File: config.mk
export PLATFORM = sky130hd
export DESIGN_NAME = overlapping_frame_extractor_unit
export DESIGN_NICKNAME = d
export VERILOG_FILES = /design/src/sv/ofe_pkg.sv /design/src/sv/ofe_ram.sv /design/src/sv/ofe_front.sv /design/src/sv/ofe_queue.sv /design/src/sv/ofe_back.sv /design/src/sv/overlapping_frame_extractor_unit.sv
export SDC_FILE = /design/constraint.sdc
export NUM_CORES = 2
export LEC_CHECK = 0
export BUFFER_PORTS_ARGS = -buffer_cell sky130_fd_sc_hd__buf_2
export CAP_MARGIN = 10
export CORE_UTILIZATION = 65
export DETAILED_ROUTE_END_ITERATION = 10
export GPL_TIMING_DRIVEN = 0
export PLACE_DENSITY = 0.81
export SLEW_MARGIN = 40
export SYNTH_ARGS = -nofsm -noshare
export SYNTH_HDL_FRONTEND = slang
export SYNTH_SLANG_ARGS = --single-unit
File: constraint.sdc
create_clock -name clk -period 20.4 [get_ports clk]
set_input_delay 4.08 -clock clk [delete_from_list [all_inputs] [get_ports clk]]
set_output_delay 4.08 -clock clk [all_outputs]
set_load 0.01 [all_outputs]
File: src/sv/ofe_pkg.sv
// Package for the overlapping frame extractor: payload structs, register
// indexes, opcodes, state enums and sizing constants. No dependencies.
package ofe_pkg;

  localparam int MaxLen      = 64;
  localparam int SampleWidth = 16;
  localparam int ValueWidth  = SampleWidth + 1;
  localparam int AddrWidth   = $clog2(MaxLen);
  localparam int LenWidth    = 7;
  localparam int PeriodWidth = 16;
  localparam int CntWidth    = 32;
  localparam int SumWidth    = SampleWidth + AddrWidth + 1;
  localparam int CfgIdxWidth = 2;
  localparam int CfgDataWidth = 16;

  localparam logic [CfgIdxWidth-1:0] RegFrameLength = 2'd0;
  localparam logic [CfgIdxWidth-1:0] RegFramePeriod = 2'd1;
  localparam logic [CfgIdxWidth-1:0] RegCenterMode  = 2'd2;
  localparam logic [CfgIdxWidth-1:0] RegZeroMean    = 2'd3;

  localparam logic OpSample = 1'b0;
  localparam logic OpEnd    = 1'b1;

  typedef struct packed {
    logic                          op;
    logic signed [SampleWidth-1:0] sample;
  } in_item_t;

  typedef struct packed {
    logic signed [ValueWidth-1:0] value;
    logic                         last_in_frame;
    logic                         more_pending;
    logic                         no_frame;
  } out_item_t;

  // Command passed from the front end to the back end.
  typedef struct packed {
    logic                 no_frame;
    logic                 more_pending;
    logic [CntWidth-1:0]  start;   // sample index of frame element 0
    logic [CntWidth-1:0]  seen;    // samples_seen when the frame was issued
    logic [LenWidth-1:0]  len;
    logic [LenWidth-1:0]  lead;    // leading elements that lie before the data start
    logic                 mean_rm;
  } frame_cmd_t;

  typedef enum logic [1:0] {
    FE_IDLE,
    FE_DECIDE
  } fe_state_t;

  typedef enum logic [2:0] {
    BE_IDLE,
    BE_SUM,
    BE_DIV,
    BE_EMIT,
    BE_NOFRAME
  } be_state_t;

  function automatic logic before32(logic [CntWidth-1:0] a, logic [CntWidth-1:0] b);
    logic [CntWidth-1:0] d;
    d = b - a;
    return (d != '0) && !d[CntWidth-1];
  endfunction

endpackage

File: src/sv/ofe_ram.sv
// Generic single-write, single-read RAM with registered read data.
// No dependencies.
module ofe_ram #(
  parameter int Width = 16,
  parameter int Depth = 64
) (
  input  logic                     clk,
  input  logic                     we,
  input  logic [$clog2(Depth)-1:0] waddr,
  input  logic [Width-1:0]         wdata,
  input  logic [$clog2(Depth)-1:0] raddr,
  output logic [Width-1:0]         rdata
);
  logic [Width-1:0] mem [Depth];

  always_ff @(posedge clk) begin
    if (we) begin
      mem[waddr] <= wdata;
    end
    rdata <= mem[raddr];
  end
endmodule

File: src/sv/ofe_front.sv
// Front end: accepts transactions, writes samples, keeps the counters and
// decides which frames to issue. Depends on ofe_pkg.
module ofe_front (
  input  logic                                  clk,
  input  logic                                  rst_n,
  input  logic                                  in_valid,
  output logic                                  in_ready,
  input  ofe_pkg::in_item_t                     in_data,
  input  logic [ofe_pkg::LenWidth-1:0]          seg_len,
  input  logic [ofe_pkg::PeriodWidth-1:0]       hop,
  input  logic                                  center_mode,
  input  logic                                  mean_rm,
  input  logic                                  be_busy,
  output logic                                  ram_we,
  output logic [ofe_pkg::AddrWidth-1:0]         ram_waddr,
  output logic [ofe_pkg::SampleWidth-1:0]       ram_wdata,
  output logic                                  cmd_valid,
  input  logic                                  cmd_ready,
  output ofe_pkg::frame_cmd_t                   cmd
);
  ofe_pkg::fe_state_t state_r, state_nxt;
  logic [ofe_pkg::CntWidth-1:0] seen_r, seen_nxt, anchor_r, anchor_nxt;
  logic ended_r, ended_nxt, op_r, op_nxt;
  logic [ofe_pkg::LenWidth-1:0] len;
  logic [ofe_pkg::LenWidth-1:0] half;
  logic [ofe_pkg::LenWidth-1:0] lead;
  logic [ofe_pkg::CntWidth-1:0] per, start, end_excl, anchor_adv;
  logic emit;

  always_comb begin
    if (seg_len == '0) begin
      len = ofe_pkg::LenWidth'(1);
    end else if (seg_len > ofe_pkg::LenWidth'(ofe_pkg::MaxLen)) begin
      len = ofe_pkg::LenWidth'(ofe_pkg::MaxLen);
    end else begin
      len = seg_len;
    end
    half = center_mode ? (len >> 1) : '0;
    // Elements of a frame whose start lies before sample zero read as zero.
    lead = (anchor_r < ofe_pkg::CntWidth'(half)) ?
           (half - anchor_r[ofe_pkg::LenWidth-1:0]) : '0;
    per = (hop == '0) ? ofe_pkg::CntWidth'(1) : ofe_pkg::CntWidth'(hop);
    start = anchor_r - ofe_pkg::CntWidth'(half);
    end_excl = start + ofe_pkg::CntWidth'(len);
    anchor_adv = anchor_r + per;
  end

  always_ff @(posedge clk) begin
    if (!rst_n) begin
      state_r  <= ofe_pkg::FE_IDLE;
      seen_r   <= '0;
      anchor_r <= '0;
      ended_r  <= 1'b0;
    end else begin
      state_r  <= state_nxt;
      seen_r   <= seen_nxt;
      anchor_r <= anchor_nxt;
      ended_r  <= ended_nxt;
    end
    op_r <= op_nxt;
  end

  always_comb begin
    state_nxt  = state_r;
    seen_nxt   = seen_r;
    anchor_nxt = anchor_r;
    ended_nxt  = ended_r;
    op_nxt     = op_r;
    in_ready   = 1'b0;
    ram_we     = 1'b0;
    ram_waddr  = seen_r[ofe_pkg::AddrWidth-1:0];
    ram_wdata  = in_data.sample;
    cmd_valid  = 1'b0;
    emit       = 1'b0;
    cmd.no_frame     = 1'b0;
    cmd.more_pending = 1'b0;
    cmd.start        = start;
    cmd.seen         = seen_r;
    cmd.len          = len;
    cmd.lead         = lead;
    cmd.mean_rm      = mean_rm;
    case (state_r)
      ofe_pkg::FE_IDLE: begin
        // A new sample would overwrite the oldest store entry, so wait until
        // the back end has finished reading every issued frame.
        in_ready = !be_busy;
        if (in_valid && !be_busy) begin
          op_nxt = in_data.op;
          if (in_data.op == ofe_pkg::OpEnd) begin
            ended_nxt = 1'b1;
            state_nxt = ofe_pkg::FE_DECIDE;
          end else if (!ended_r) begin
            ram_we    = 1'b1;
            seen_nxt  = seen_r + 1'b1;
            state_nxt = ofe_pkg::FE_DECIDE;
          end
        end
      end
      ofe_pkg::FE_DECIDE: begin
        if (op_r == ofe_pkg::OpSample) begin
          emit = !ofe_pkg::before32(seen_r, end_excl);
          cmd_valid = emit;
        end else begin
          cmd_valid = 1'b1;
          emit = ofe_pkg::before32(anchor_r, seen_r);
          cmd.no_frame = !emit;
          cmd.more_pending = emit && ofe_pkg::before32(anchor_adv, seen_r);
        end
        if (!cmd_valid || cmd_ready) begin
          state_nxt = ofe_pkg::FE_IDLE;
          if (emit) begin
            anchor_nxt = anchor_adv;
          end
        end
      end
      default: state_nxt = ofe_pkg::FE_IDLE;
    endcase
  end
endmodule

File: src/sv/ofe_queue.sv
// Two-entry command queue between front and back end. Depends on ofe_pkg.
module ofe_queue (
  input  logic                 clk,
  input  logic                 rst_n,
  input  logic                 wr_valid,
  output logic                 wr_ready,
  input  ofe_pkg::frame_cmd_t  wr_data,
  output logic                 rd_valid,
  input  logic                 rd_ready,
  output ofe_pkg::frame_cmd_t  rd_data
);
  ofe_pkg::frame_cmd_t slot_r [2];
  logic [1:0] cnt_r, cnt_nxt;
  logic wp_r, rp_r;
  logic push, pop;

  assign wr_ready = (cnt_r != 2'd2);
  assign rd_valid = (cnt_r != 2'd0);
  assign rd_data  = slot_r[rp_r];
  assign push = wr_valid && wr_ready;
  assign pop  = rd_valid && rd_ready;

  always_comb begin
    cnt_nxt = cnt_r + {1'b0, push} - {1'b0, pop};
  end

  always_ff @(posedge clk) begin
    if (!rst_n) begin
      cnt_r <= '0;
      wp_r  <= 1'b0;
      rp_r  <= 1'b0;
    end else begin
      cnt_r <= cnt_nxt;
      if (push) wp_r <= !wp_r;
      if (pop)  rp_r <= !rp_r;
    end
    if (push) slot_r[wp_r] <= wr_data;
  end

`ifndef SYNTHESIS
  a_no_overflow: assert property (@(posedge clk) disable iff (!rst_n)
    cnt_r <= 2'd2) else $error("queue count out of range");
  a_push_full: assert property (@(posedge clk) disable iff (!rst_n)
    (cnt_r == 2'd2 && !pop) |=> cnt_r == 2'd2) else $error("full queue lost an entry");
  a_push_count: assert property (@(posedge clk) disable iff (!rst_n)
    (push && !pop) |=> cnt_r == $past(cnt_r) + 2'd1)
    else $error("queue count did not follow a push");
`endif
endmodule

File: src/sv/ofe_back.sv
// Back end: reads frame samples from the store, forms the sum, divides for
// the mean and streams the frame out, or a no-frame marker. Depends on ofe_pkg.
module ofe_back (
  input  logic                                  clk,
  input  logic                                  rst_n,
  input  logic                                  cmd_valid,
  output logic                                  cmd_ready,
  input  ofe_pkg::frame_cmd_t                   cmd,
  output logic [ofe_pkg::AddrWidth-1:0]         ram_raddr,
  input  logic [ofe_pkg::SampleWidth-1:0]       ram_rdata,
  output logic                                  out_valid,
  input  logic                                  out_ready,
  output ofe_pkg::out_item_t                    out_data
);
  localparam int SW = ofe_pkg::SumWidth;
  localparam int LW = ofe_pkg::LenWidth;
  localparam int DW = SW + 1;

  ofe_pkg::be_state_t state_r, state_nxt;
  ofe_pkg::frame_cmd_t cmd_r, cmd_nxt;
  logic [LW-1:0] rd_idx_r, rd_idx_nxt, got_r, got_nxt;
  logic rd_pend_r, rd_pend_nxt, rd_ok_r, rd_ok_nxt;
  logic signed [SW-1:0] sum_r, sum_nxt, mean_r, mean_nxt;
  logic [DW-1:0] rem_r, rem_nxt, quo_r, quo_nxt;
  logic [DW-1:0] divisor;
  logic [LW-1:0] div_cnt_r, div_cnt_nxt;
  logic out_valid_r, out_valid_nxt;
  ofe_pkg::out_item_t out_r, out_nxt;
  logic [ofe_pkg::CntWidth-1:0] t_idx, age;
  logic rd_in_range;
  logic rd_pos;
  logic signed [ofe_pkg::SampleWidth-1:0] samp;
  logic signed [ofe_pkg::ValueWidth-1:0] val_calc;
  logic [DW-1:0] rem_sh;
  logic [DW-1:0] mag2;

  // Element validity: only samples received and still held in the store count.
  always_comb begin
    t_idx = cmd_r.start + ofe_pkg::CntWidth'(rd_idx_r);
    age   = cmd_r.seen - t_idx;
    rd_in_range = (age >= ofe_pkg::CntWidth'(1)) &&
                  (age <= ofe_pkg::CntWidth'(ofe_pkg::MaxLen));
  end

  // Elements before the data start read as zero.
  assign rd_pos = (rd_idx_r >= cmd_r.lead);

  assign ram_raddr = t_idx[ofe_pkg::AddrWidth-1:0];
  assign samp = rd_ok_r ? $signed(ram_rdata) : '0;
  assign divisor = {{(DW-LW-1){1'b0}}, cmd_r.len, 1'b0};
  assign rem_sh = {rem_r[DW-2:0], quo_r[DW-1]};
  assign mag2 = sum_r[SW-1] ? DW'(-sum_r) : DW'(sum_r);
  assign val_calc = ofe_pkg::ValueWidth'(samp) - ofe_pkg::ValueWidth'(mean_r);

  assign cmd_ready = (state_r == ofe_pkg::BE_IDLE);
  assign out_valid = out_valid_r;
  assign out_data  = out_r;

  always_ff @(posedge clk) begin
    if (!rst_n) begin
      state_r     <= ofe_pkg::BE_IDLE;
      out_valid_r <= 1'b0;
      rd_pend_r   <= 1'b0;
    end else begin
      state_r     <= state_nxt;
      out_valid_r <= out_valid_nxt;
      rd_pend_r   <= rd_pend_nxt;
    end
    cmd_r     <= cmd_nxt;
    rd_idx_r  <= rd_idx_nxt;
    got_r     <= got_nxt;
    rd_ok_r   <= rd_ok_nxt;
    sum_r     <= sum_nxt;
    mean_r    <= mean_nxt;
    rem_r     <= rem_nxt;
    quo_r     <= quo_nxt;
    div_cnt_r <= div_cnt_nxt;
    out_r     <= out_nxt;
  end

  always_comb begin
    state_nxt     = state_r;
    cmd_nxt       = cmd_r;
    rd_idx_nxt    = rd_idx_r;
    got_nxt       = got_r;
    rd_pend_nxt   = 1'b0;
    rd_ok_nxt     = rd_ok_r;
    sum_nxt       = sum_r;
    mean_nxt      = mean_r;
    rem_nxt       = rem_r;
    quo_nxt       = quo_r;
    div_cnt_nxt   = div_cnt_r;
    out_valid_nxt = out_valid_r;
    out_nxt       = out_r;
    if (out_valid_r && out_ready) out_valid_nxt = 1'b0;
    case (state_r)
      ofe_pkg::BE_IDLE: begin
        if (cmd_valid) begin
          cmd_nxt    = cmd;
          rd_idx_nxt = '0;
          got_nxt    = '0;
          sum_nxt    = '0;
          mean_nxt   = '0;
          state_nxt  = cmd.no_frame ? ofe_pkg::BE_NOFRAME : ofe_pkg::BE_SUM;
        end
      end
      ofe_pkg::BE_SUM: begin
        // One read a cycle; data lands in the next cycle.
        if (rd_pend_r) begin
          sum_nxt = sum_r + SW'(samp);
          got_nxt = got_r + 1'b1;
        end
        if (rd_idx_r < cmd_r.len) begin
          rd_ok_nxt   = rd_in_range && rd_pos;
          rd_pend_nxt = 1'b1;
          rd_idx_nxt  = rd_idx_r + 1'b1;
        end else if (!rd_pend_r) begin
          rd_idx_nxt = '0;
          if (cmd_r.mean_rm) begin
            // (2|sum| + L) / (2L), restoring, one bit a cycle.
            quo_nxt     = {mag2[DW-2:0], 1'b0} + DW'(cmd_r.len);
            rem_nxt     = '0;
            div_cnt_nxt = '0;
            state_nxt   = ofe_pkg::BE_DIV;
          end else begin
            state_nxt = ofe_pkg::BE_EMIT;
          end
        end
      end
      ofe_pkg::BE_DIV: begin
        if (rem_sh >= divisor) begin
          rem_nxt = rem_sh - divisor;
          quo_nxt = {quo_r[DW-2:0], 1'b1};
        end else begin
          rem_nxt = rem_sh;
          quo_nxt = {quo_r[DW-2:0], 1'b0};
        end
        div_cnt_nxt = div_cnt_r + 1'b1;
        if (div_cnt_r == LW'(DW - 1)) begin
          mean_nxt  = sum_r[SW-1] ? -SW'(quo_nxt) : SW'(quo_nxt);
          state_nxt = ofe_pkg::BE_EMIT;
        end
      end
      ofe_pkg::BE_EMIT: begin
        // Reread each element; rd_pend_r marks registered data ready.
        if (rd_pend_r) begin
          out_valid_nxt = 1'b1;
          out_nxt.value = val_calc;
          out_nxt.last_in_frame = (rd_idx_r == cmd_r.len);
          out_nxt.more_pending  = cmd_r.more_pending;
          out_nxt.no_frame      = 1'b0;
          if (rd_idx_r == cmd_r.len) state_nxt = ofe_pkg::BE_IDLE;
        end else if (!out_valid_nxt) begin
          rd_ok_nxt   = rd_in_range && rd_pos;
          rd_pend_nxt = 1'b1;
          rd_idx_nxt  = rd_idx_r + 1'b1;
        end
      end
      ofe_pkg::BE_NOFRAME: begin
        if (!out_valid_nxt) begin
          out_valid_nxt = 1'b1;
          out_nxt.value = '0;
          out_nxt.last_in_frame = 1'b0;
          out_nxt.more_pending  = 1'b0;
          out_nxt.no_frame      = 1'b1;
          state_nxt = ofe_pkg::BE_IDLE;
        end
      end
      default: state_nxt = ofe_pkg::BE_IDLE;
    endcase
  end

  // The t_idx read address is computed from rd_idx_r before increment, so
  // rd_idx_r already points past the element whose data is returning.

`ifndef SYNTHESIS
  a_out_hold: assert property (@(posedge clk) disable iff (!rst_n)
    (out_valid_r && !out_ready) |=> out_valid_r && $stable(out_r))
    else $error("result changed while stalled");
  a_idle_ready: assert property (@(posedge clk) disable iff (!rst_n)
    cmd_ready |-> state_r == ofe_pkg::BE_IDLE) else $error("ready outside idle");
  a_len_ok: assert property (@(posedge clk) disable iff (!rst_n)
    (state_r == ofe_pkg::BE_EMIT) |-> (cmd_r.len != '0 && rd_idx_r <= cmd_r.len))
    else $error("element index past frame length");
`endif
endmodule

File: src/sv/overlapping_frame_extractor_unit.sv
// Top level of the overlapping frame extractor: config registers, front end,
// command queue, sample store and back end. Depends on ofe_pkg and submodules.
//
//   channel | direction | handshake          | payload
//   in_     | input     | in_valid/in_ready  | ofe_pkg::in_item_t
//   out_    | output    | out_valid/out_ready| ofe_pkg::out_item_t
//   cfg_    | input     | cfg_we             | cfg_idx, cfg_wdata
//
// A transaction passes the front end's idle and decide states. A frame is
// summed, divided for the mean with mean removal on, then streamed: each
// element is reread once the previous result has been taken. Reset is
// synchronous; the store is not cleared, reads outside the received window
// return zero. A new transaction is taken only once the queue is empty and
// the back end is idle, so output stalls hold off in_ready.
module overlapping_frame_extractor_unit (
  input  logic                                 clk,
  input  logic                                 rst_n,
  input  logic                                 in_valid,
  output logic                                 in_ready,
  input  ofe_pkg::in_item_t                    in_data,
  output logic                                 out_valid,
  input  logic                                 out_ready,
  output ofe_pkg::out_item_t                   out_data,
  input  logic                                 cfg_we,
  input  logic [ofe_pkg::CfgIdxWidth-1:0]      cfg_idx,
  input  logic [ofe_pkg::CfgDataWidth-1:0]     cfg_wdata
);
  logic [ofe_pkg::LenWidth-1:0]    seg_len_r;
  logic [ofe_pkg::PeriodWidth-1:0] hop_r;
  logic center_mode_r, mean_rm_r;

  always_ff @(posedge clk) begin
    if (!rst_n) begin
      seg_len_r     <= ofe_pkg::LenWidth'(64);
      hop_r         <= ofe_pkg::PeriodWidth'(16);
      center_mode_r <= 1'b1;
      mean_rm_r     <= 1'b0;
    end else if (cfg_we) begin
      case (cfg_idx)
        ofe_pkg::RegFrameLength: seg_len_r     <= cfg_wdata[ofe_pkg::LenWidth-1:0];
        ofe_pkg::RegFramePeriod: hop_r         <= cfg_wdata;
        ofe_pkg::RegCenterMode:  center_mode_r <= cfg_wdata[0];
        ofe_pkg::RegZeroMean:    mean_rm_r     <= cfg_wdata[0];
        default: ;
      endcase
    end
  end

  logic ram_we;
  logic [ofe_pkg::AddrWidth-1:0] ram_waddr, ram_raddr;
  logic [ofe_pkg::SampleWidth-1:0] ram_wdata, ram_rdata;
  logic fq_valid, fq_ready, qb_valid, qb_ready;
  logic be_busy;
  ofe_pkg::frame_cmd_t fq_cmd, qb_cmd;

  assign be_busy = qb_valid || !qb_ready;

  ofe_front u_front (
    .clk, .rst_n, .in_valid, .in_ready, .in_data,
    .seg_len(seg_len_r), .hop(hop_r),
    .center_mode(center_mode_r), .mean_rm(mean_rm_r), .be_busy,
    .ram_we, .ram_waddr, .ram_wdata,
    .cmd_valid(fq_valid), .cmd_ready(fq_ready), .cmd(fq_cmd)
  );

  ofe_queue u_queue (
    .clk, .rst_n, .wr_valid(fq_valid), .wr_ready(fq_ready), .wr_data(fq_cmd),
    .rd_valid(qb_valid), .rd_ready(qb_ready), .rd_data(qb_cmd)
  );

  ofe_ram #(.Width(ofe_pkg::SampleWidth), .Depth(ofe_pkg::MaxLen)) u_store (
    .clk, .we(ram_we), .waddr(ram_waddr), .wdata(ram_wdata),
    .raddr(ram_raddr), .rdata(ram_rdata)
  );

  ofe_back u_back (
    .clk, .rst_n, .cmd_valid(qb_valid), .cmd_ready(qb_ready), .cmd(qb_cmd),
    .ram_raddr, .ram_rdata, .out_valid, .out_ready, .out_data
  );
endmodule

==> impl_metrics.env <==
export IMPL_grt_overflow=0
export IMPL_critPathMaxFanout=10
export IMPL_post_route_period_util_pct=45.8
export IMPL_ys_warn_count=0
export IMPL_critPathTopFamily="simple AND/OR/NAND/NOR gates"
export IMPL_nNetsFinal=5460
export IMPL_cts_hold_buf=0
export IMPL_antenna_found_initial=8
export IMPL_pre_cts_slack_ns=11.65
export IMPL_clk_latency_ns=0.81
export IMPL_power_density_mw_per_mm2=189
export IMPL_netlist_area_mm2=0.0711
export IMPL_yosys_area_share_simple_pct=8.52
export IMPL_r2r_setup_slack_ns=11.06
export IMPL_grt_pass1_vias=46266
export IMPL_switching_power_mw=6.45
export IMPL_netlist_area_leader_share_pct=58.7
export IMPL_final_cell_mix="edfxtp_1, nand2_1, mux4_2"
export IMPL_synthArstFlopShare_pct=0
export IMPL_synth_edff_count=1389
export IMPL_start_util_pct=65.9
export IMPL_grt_busiest_layer="met2"
export IMPL_crit_top_cell="buf_4"
export IMPL_fin_worst_skew_ns=0.0513
export IMPL_met1_usage_pct=48.8
export IMPL_synth_distinct_cells=91
export IMPL_maxSlewHeadroom_pct=34.8
export IMPL_setup_viol=0
export IMPL_critPathLaunchType="register"
export IMPL_use_met2_pct=59.4
export IMPL_cts_tree="built"
export IMPL_pwr_share_clk_pct=19.7
export IMPL_status="completed"
export IMPL_ys_ff_latch=1506
export IMPL_coreArea_mm2=0.108
export IMPL_p_leak_nw=27.4
export IMPL_drc=0
export IMPL_rsz0062_at_grt="false"
export IMPL_fmax_mhz=107
export IMPL_yosys_area_top_type="edfxtp_1"
export IMPL_min_path_type="register to register"
export IMPL_cts_resized=0
export IMPL_drv_cap=0
export IMPL_grt_util_met3_pct=10.8
export IMPL_synthMuxAreaShare_pct=12.0
export IMPL_grt_pass1_wl_mm=305
export IMPL_crit_buf_inv=8
export IMPL_gp_congestion=0.969
export IMPL_synth_area_leaders="edfxtp_1, mux4_2, ha_1, dfxtp_1, xnor2_1"
export IMPL_cts_root_buf="clkbuf_16"
export IMPL_synth_xor_xnor_area_share_pct=3.45
export IMPL_fin_setup_tns_ns=0
export IMPL_cellInternalPower_mw=8.52
export IMPL_cp_end_kind="register"
export IMPL_num_rows=120
export IMPL_combPwrFrac_pct=53.8
export IMPL_io_pins=62
export IMPL_synthCells=4904
export IMPL_vias=47308
export IMPL_htree_levels=4
export IMPL_grtUsageTotal_pct=38.3
export IMPL_post_cts_buffers=0
export IMPL_layout_commonest_cell="edfxtp_1"
export IMPL_clkTransAtPathRegs_ns=0.06
export IMPL_final_hold_violation_count=0
export IMPL_worst_pin_slew_ns=0.974
export IMPL_wl_per_cell_um=31.6
export IMPL_clk_path_buf_depth=3
export IMPL_final_layout_size_suffix_gt1_share_pct=16.7
export IMPL_grt_max_degree=65
export IMPL_worst_path_largest_cell_delay_ns=0.82
export IMPL_place_hpwl_mm=132
export IMPL_required_ns=20.88
export IMPL_vias_per_cell=7.08
export IMPL_die_w_um=333
export IMPL_drt_first_pass_iters=8
export IMPL_seq_power_share_pct=26.6
export IMPL_seq_area_frac_synth_pct=62.0
export IMPL_synth_area_per_cell_um2=14.5
export IMPL_fin_ws_ns=11.06
export IMPL_netSwitchingFraction_pct=43.1
export IMPL_path_class="register to register"
export IMPL_areaGrowthSynthToFinish_pct=11.7
export IMPL_cpMaxStageDelayCell="nor2b_1"
export IMPL_numCtsBuffers=150
export IMPL_die_area_mm2=0.111
export IMPL_synth_compound_area_share_pct=6.82
export IMPL_synth_adder_area_share_pct=5.01
export IMPL_die_h_um=333
export IMPL_peakVddDrop_uv=171
export IMPL_wl_mm=211
export IMPL_synth_nets=5218
export IMPL_ys_flop_type="edfxtp_1"
export IMPL_drtIter0Drc=6753
export IMPL_synth_top_family_by_area="multiplexers"
export IMPL_fin_crit_ns=9.34
export IMPL_detail_route_antenna_nets=0
export IMPL_clock_sinks=1506
export IMPL_crit_arrival_ns=9.82
export IMPL_io_buffers=60
export IMPL_drv_slew=0
Yosys cell counts, types with 38 or more instances:
cell	number
a31oi_1	39
a21oi_1	196
mux2_2	81
nand4_1	41
dfxtp_1	117
mux2i_1	44
clkbuf_1	139
nor2_1	342
xor2_1	101
nor3_1	85
buf_1	38
and2_1	80
nand2b_1	39
nor2b_1	47
edfxtp_1	1389
a21o_1	59
xnor2_1	179
inv_1	212
nand3_1	96
ha_1	256
o21ai_0	130
nand2_1	335
and3_1	57
mux4_2	320
or3_1	42
logic make-up after synthesis:
family          Yosys count
xor+xnor                280
flops                  1506
mux                     445
fa+ha+maj               274
compound gates          741
simple gates           1259
buf+inv                 399
flip-flops by register name, indices dropped and copies added, names as in the netlist, 3 cells and up, named ones only:
name,count
u_back.out_data,20
seg_len_r,7
u_store.mem,1024
hop_r,16
u_front.anchor_r,32
u_back.rem_r,23
u_back.rd_idx_r,7
u_back.sum_r,23
u_back.mean_r,17
u_back.cmd_r,80
u_queue.slot_r,162
u_back.quo_r,24
u_back.state_r,3
u_front.seen_r,32
u_back.div_cnt_r,7
u_store.rdata,16
final timing paths:
kind | end | cells after the start | start
worst max-delay path | u_queue.slot_r[0][47] | 30 | seg_len_r[6]
worst min-delay path | hop_r[8] | 2 | hop_r[8]
worst min register to register | hop_r[8] | 2 | hop_r[8]
worst max register to register | u_queue.slot_r[0][47] | 30 | seg_len_r[6]
layout make-up:
class	instances	area (um2)
clock inverter	102	1310
clock buffer	173	3850
antenna	8	20.0
buffer	185	790
timing repair buffer	90	666
tap	1403	1760
inverter	214	808
sequential	1506	44100
multi-input combinational	2999	26100
fill	6196	28400
power by group through the flow:
stage / clock network (mW) / registers (mW) / logic [mW]
after floorplan: 0 / 3.99 / 4.93
after global placement: 0 / 4.04 / 6.98
after detailed placement: 0 / 4.03 / 7.30
after CTS: 2.94 / 3.97 / 7.64
after global routing: 3.04 / 4.00 / 8.28
final: 2.94 / 3.98 / 8.05
metal layers:
layer  vias up  wire length [um]
met1     22952             72800
met4         6             15100
met5         -                44
met3       995             27400
met2      3946             96000
li1      19409                 -
metrics by stage:
step	instances	utilization, %	hold slack [ns]	instance area [um2]	power [mW]
2_1_floorplan	4904	-	0.425	71100	8.92
3_3_place_gp	6367	67.8	0.454	73100	11.0
3_5_place_dp	6397	68.8	0.474	74100	11.3
4_1_cts	6672	73.6	0.481	79300	14.5
5_1_grt	6672	73.6	0.511	79300	15.3
6_report	6680	73.6	0.485	79400	15.0
tightest hold or removal path, delay by kind of cell (launching register included):
kind,cells,cell delay (ns)
compound gates,1,0.07
flops,1,0.32
simple gates,1,0.05
(Power assumes the default switching activity.)
